<file path="src/rtl/core/mec_pkg.sv">
package mec_pkg;

  localparam int FRAC_BITS      = 24;
  localparam int ITER_LIMIT_DEF = 1023;

  localparam int C_W        = 32;
  localparam int ITER_W     = 10;
  localparam int COLOR_W    = 8;
  localparam int BAIL_W     = 16;
  localparam int CFG_IDX_W  = 4;
  localparam int CFG_DATA_W = 16;
  localparam int SEQ_W      = 2;

  // Any component of magnitude 2^(FRAC_BITS+8) or more escapes at the next
  // test for every threshold unless the budget is reached there first, so magnitudes are held to MAG_W bits.
  localparam int MAG_W  = FRAC_BITS + 8;
  localparam int PROD_W = 2 * MAG_W;
  localparam int SQ_W   = PROD_W - FRAC_BITS;
  localparam int XW     = SQ_W + 1;
  localparam int N_W    = SQ_W + 3;

  localparam logic [CFG_IDX_W-1:0] REG_MAX_ITER = CFG_IDX_W'(0);
  localparam logic [CFG_IDX_W-1:0] REG_BAILOUT  = CFG_IDX_W'(1);

  localparam logic [ITER_W-1:0] MAX_ITER_RST = 10'd250;
  localparam logic [BAIL_W-1:0] BAILOUT_RST  = 16'd10000;

  localparam logic [COLOR_W-1:0] RED_STEP   = 8'd5;
  localparam logic [COLOR_W-1:0] GREEN_STEP = 8'd3;
  localparam logic [COLOR_W-1:0] BLUE_STEP  = 8'd2;
  localparam logic [COLOR_W-1:0] COLOR_MAX  = 8'hff;

  localparam logic [MAG_W-1:0] Z_MAG_MAX = '1;

  typedef struct packed {
    logic signed [C_W-1:0] c_real;
    logic signed [C_W-1:0] c_imag;
  } in_t;

  typedef struct packed {
    logic [COLOR_W-1:0] red;
    logic [COLOR_W-1:0] green;
    logic [COLOR_W-1:0] blue;
    logic               in_set;
    logic [ITER_W-1:0]  iterations_done;
  } out_t;

  typedef struct packed {
    logic signed [C_W-1:0] cr;
    logic signed [C_W-1:0] ci;
    logic [MAG_W-1:0]      zr_mag;
    logic                  zr_neg;
    logic [MAG_W-1:0]      zi_mag;
    logic                  zi_neg;
    logic [ITER_W-1:0]     iter;
    logic [COLOR_W-1:0]    red;
    logic [COLOR_W-1:0]    green;
    logic [COLOR_W-1:0]    blue;
    logic                  done;
    logic                  in_set;
    logic [SEQ_W-1:0]      seq;
  } slot_t;

  typedef struct packed {
    logic [PROD_W-1:0] prr;
    logic [PROD_W-1:0] pii;
    logic [PROD_W-1:0] pri;
  } prod_t;

  typedef struct packed {
    logic signed [N_W-1:0] nr;
    logic signed [N_W-1:0] ni;
  } nz_t;

  typedef struct packed {
    logic [ITER_W-1:0] budget;
    logic [BAIL_W-1:0] bailout;
  } ctl_t;

  function automatic logic [COLOR_W-1:0] ramp(input logic [COLOR_W-1:0] ch,
                                               input logic [COLOR_W-1:0] step);
    logic [COLOR_W:0] sum;
    sum = {1'b0, ch} + {1'b0, step};
    return sum[COLOR_W] ? COLOR_MAX : sum[COLOR_W-1:0];
  endfunction

endpackage

</file>
<file path="src/rtl/core/mec_update.sv">
module mec_update (
  input  mec_pkg::slot_t c_slot,
  input  mec_pkg::nz_t   c_nz,
  output mec_pkg::slot_t ret_slot
);
  import mec_pkg::*;

  function automatic logic [MAG_W-1:0] sat_mag(input logic signed [N_W-1:0] v);
    logic [N_W-1:0] a;
    a = v[N_W-1] ? N_W'(-v) : N_W'(v);
    return (|a[N_W-1:MAG_W]) ? Z_MAG_MAX : a[MAG_W-1:0];
  endfunction

  always_comb begin
    ret_slot = c_slot;
    if (!c_slot.done) begin
      ret_slot.zr_mag = sat_mag(c_nz.nr);
      ret_slot.zr_neg = c_nz.nr[N_W-1];
      ret_slot.zi_mag = sat_mag(c_nz.ni);
      ret_slot.zi_neg = c_nz.ni[N_W-1];
      ret_slot.iter   = c_slot.iter + ITER_W'(1);
      ret_slot.red    = ramp(c_slot.red, RED_STEP);
      ret_slot.green  = ramp(c_slot.green, GREEN_STEP);
      ret_slot.blue   = ramp(c_slot.blue, BLUE_STEP);
    end
  end

endmodule

</file>
<file path="config.mk">
export PLATFORM = sky130hd
export DESIGN_NAME = mec_update
export DESIGN_NICKNAME = d
export VERILOG_FILES = /design/src/rtl/core/mec_pkg.sv /design/src/rtl/core/mec_update.sv
export SDC_FILE = /design/constraint.sdc
export NUM_CORES = 1
export LEC_CHECK = 0
export ABC_CLOCK_PERIOD_IN_PS = 3890
export BUFFER_PORTS_ARGS = -buffer_cell sky130_fd_sc_hd__buf_2
export CORE_AREA = 2 2 162 164
export DETAILED_ROUTE_END_ITERATION = 8
export DIE_AREA = 0 0 164 166
export GPL_ROUTABILITY_DRIVEN = 0
export SETUP_SLACK_MARGIN = 0.5
export SYNTH_ARGS = -nofsm -noshare
export SYNTH_HDL_FRONTEND = slang
export SYNTH_SLANG_ARGS = --single-unit
</file>
<file path="constraint.sdc">
create_clock -name vclk -period 3.89
set_clock_uncertainty 0.15 [all_clocks]
set_input_delay 0.778 -clock vclk [all_inputs]
set_output_delay 0.778 -clock vclk [all_outputs]
set_load 0.01 [all_outputs]
</file>
==> flow_metrics.env <==
export IMPL_max_slew_worst_pin_slew_ps=400.1
export IMPL_drive_gt1_share_pct=55.76
export IMPL_drtPass1Iterations=4
export IMPL_syn_num_nets=877
export IMPL_rsz0062_at_grt="yes"
export IMPL_fmax_mhz=228.6
export IMPL_synth_top_cells_by_area="buf_4 12%, a2bb2oi_1 10%, xor2_1 8.7%"
export IMPL_synth_common_cells="68 x buf_4, 58 x nand2_1, 53 x nor2_1, 49 x a2bb2oi_1, 42 x xor2_1"
export IMPL_wl_per_cell_um=16.30
export IMPL_grt_overflow_total=0
export IMPL_ff_latch_area_um2=0
export IMPL_synth_warnings=0
export IMPL_grt_pass1_wl_um=31820
export IMPL_whs_endpoint="ret_slot[111]"
export IMPL_peakVddDrop_uv=48.31
export IMPL_cp_end_kind="output pin"
export IMPL_yosysTopAreaCellShare_pct=12.14
export IMPL_crit_buf_inv=5
export IMPL_cp_start_kind="input port"
export IMPL_ant_nets=0
export IMPL_die_area_mm2=0.02722
export IMPL_path_delay_family="simple AND/OR/NAND/NOR gates"
export IMPL_setup_violations=64
export IMPL_vias_per_cell=4.656
export IMPL_max_cap_violations=0
export IMPL_power_density_mw_per_mm2=100.1
export IMPL_seq_cells=0
export IMPL_synth_distinct_cells=56
export IMPL_crit_chain="buf_6 -> or4_4 -> or4_4 -> nor3_4 -> o32ai_2 -> a311o_1 -> nor4b_4 -> buf_4 -> buf_6 -> buf_12 -> a2bb2oi_2 -> buf_2"
export IMPL_initial_core_util_pct=16.42
export IMPL_p_leak_nw=3.629
export IMPL_yosysSeqAreaShare_pct=0
export IMPL_cp_arrival_ps=3450
export IMPL_antenna_found_initial=1
export IMPL_dpl_hpwl_um=17020
export IMPL_grt_max_degree=34
export IMPL_synthToLayoutAreaGrowth_pct=89.02
export IMPL_grt_usage_pct=14.38
export IMPL_synth_most_common_cell="buf_4"
export IMPL_whs_path_depth=0
export IMPL_hold_viol=0
export IMPL_max_stage_delay_ps=570
export IMPL_final_core_util_pct=31.04
export IMPL_route_detailed_drc=0
export IMPL_synth_cells=617
export IMPL_fin_crit_sh_pct=112.5
export IMPL_drt_total_wl_um=21460
export IMPL_coreArea_mm2=0.02562
export IMPL_critPathSlowestCell="or4_4"
export IMPL_worstHoldStart="c_slot[111]"
export IMPL_instances_no_fill=1317
export IMPL_clkbuf_count=0
export IMPL_slew_violations=0
export IMPL_slew_headroom_pct=73.33
export IMPL_die_w_um=164
export IMPL_via_count=6132
export IMPL_yosys_area_top_type="buf_4"
export IMPL_status="complete, but fails checks"
export IMPL_io_pins=422
export IMPL_total_power_mw=0.7961
export IMPL_violations="setup timing"
export IMPL_fp_dieH_um=166
export IMPL_cp_required_ps=2960
export IMPL_grt_pass1_vias=6042
export IMPL_drtIter0Drc=228
export IMPL_critical_path_depth=12
export IMPL_netlist_area_mm2=0.004207
export IMPL_hold_class="input port to output pin"
export IMPL_nNetsFinal=1243
export IMPL_postLayoutSetupSlackWorst_ps=-484.6
export IMPL_avgSynthCellArea_um2=6.818
export IMPL_placedCellCount=1299
export IMPL_finalCriticalPeriod_ps=4375
export IMPL_numPortBuffers=288
export IMPL_num_rows=59
export IMPL_crit_fanout=8
export IMPL_crit_type="input port to output pin"
==> power breakdown <==
part	switching, mW	internal, mW	leakage [nW]
clock network	0	0.0000000344	0.00000634
registers	0	0	0
logic	0.378	0.419	3.63
==> repair_timing <==
action	4_1_cts	5_1_grt
setup buffers	8	2
hold buffers	0	0
pin swaps	10	15
endpoints found under the setup margin	73	70
cloned	5	2
resized for setup	49	17
==> cell type report <==
type	instances	area (µm²)
fillers	2730	17660
repair buffers	462	3239
well taps	335	419.2
diodes	1	2.502
multi-input cells	498	4209
inverters	21	81.33
==> cells in the final DEF (no fill, tap or decap), drive strengths merged, types with 2 or more instances in the layout <==
cell,instances
nor4,22
xor2,42
a2bb2oi,59
a32oi,6
or2,4
o32ai,2
nand4,14
clkbuf,2
o211ai,2
nor2b,3
mux2i,7
nor2,54
o22ai,2
nand2b,10
a31oi,4
nor3b,2
or3,11
inv,21
o41ai,7
ha,6
xnor2,41
nand2,58
buf,459
and3,12
mux2,4
a21oi,16
or4,12
o21ai,20
a311o,4
and2,2
nand3,17
o31ai,21
nor3,14
and4,6
==> metrics by stage <==
stage / setup TNS (ps) / hold slack [ps] / cell area (µm²) / setup slack [ps]
2_1_floorplan: -6690 / 1482 / 4877 / -154.6
3_3_place_gp: -26220 / 1406 / 7302 / -508.0
3_5_place_dp: -28890 / 1406 / 7302 / -561.2
4_1_cts: -23260 / 1406 / 7787 / -427.7
5_1_grt: -29910 / 1406 / 7951 / -549.3
6_report: -25680 / 1406 / 7951 / -484.6
==> how the worst max path moves through the flow <==
stage / slack [ps] / startpoint / endpoint
CTS: -430 / c_nz[69] / ret_slot[80]
finish: -480 / c_nz[69] / ret_slot[98]
global placement: -510 / c_nz[73] / ret_slot[73]
detailed placement: -560 / c_nz[73] / ret_slot[90]
floorplan: -150 / c_nz[49] / ret_slot[76]
global route: -550 / c_nz[69] / ret_slot[98]
==> logic make-up (layout without fill, tap and decap cells) <==
logic type,Yosys count,count (layout),share of synthesized area (%)
AO/OA/AOI/OAI,155,155,29.71
XOR/XNOR,83,83,17.28
adder cells (fa/ha/maj),6,6,1.785
buffers and inverters,119,483,17.79
multiplexers,11,11,2.736
other,0,1,0
AND/OR/NAND/NOR,243,243,30.70
==> per-layer routing <==
metal | GRT usage [%] | wire [µm] | up-vias
li1 | - | - | 2969
met3 | 3.871 | 1834 | 15
met5 | 1.455 | 53 | -
met1 | 17.41 | 8752 | 2850
met4 | 2.021 | 325 | 2
met2 | 25.63 | 10500 | 296
Note: power is estimated with default switching activity, not from simulation.
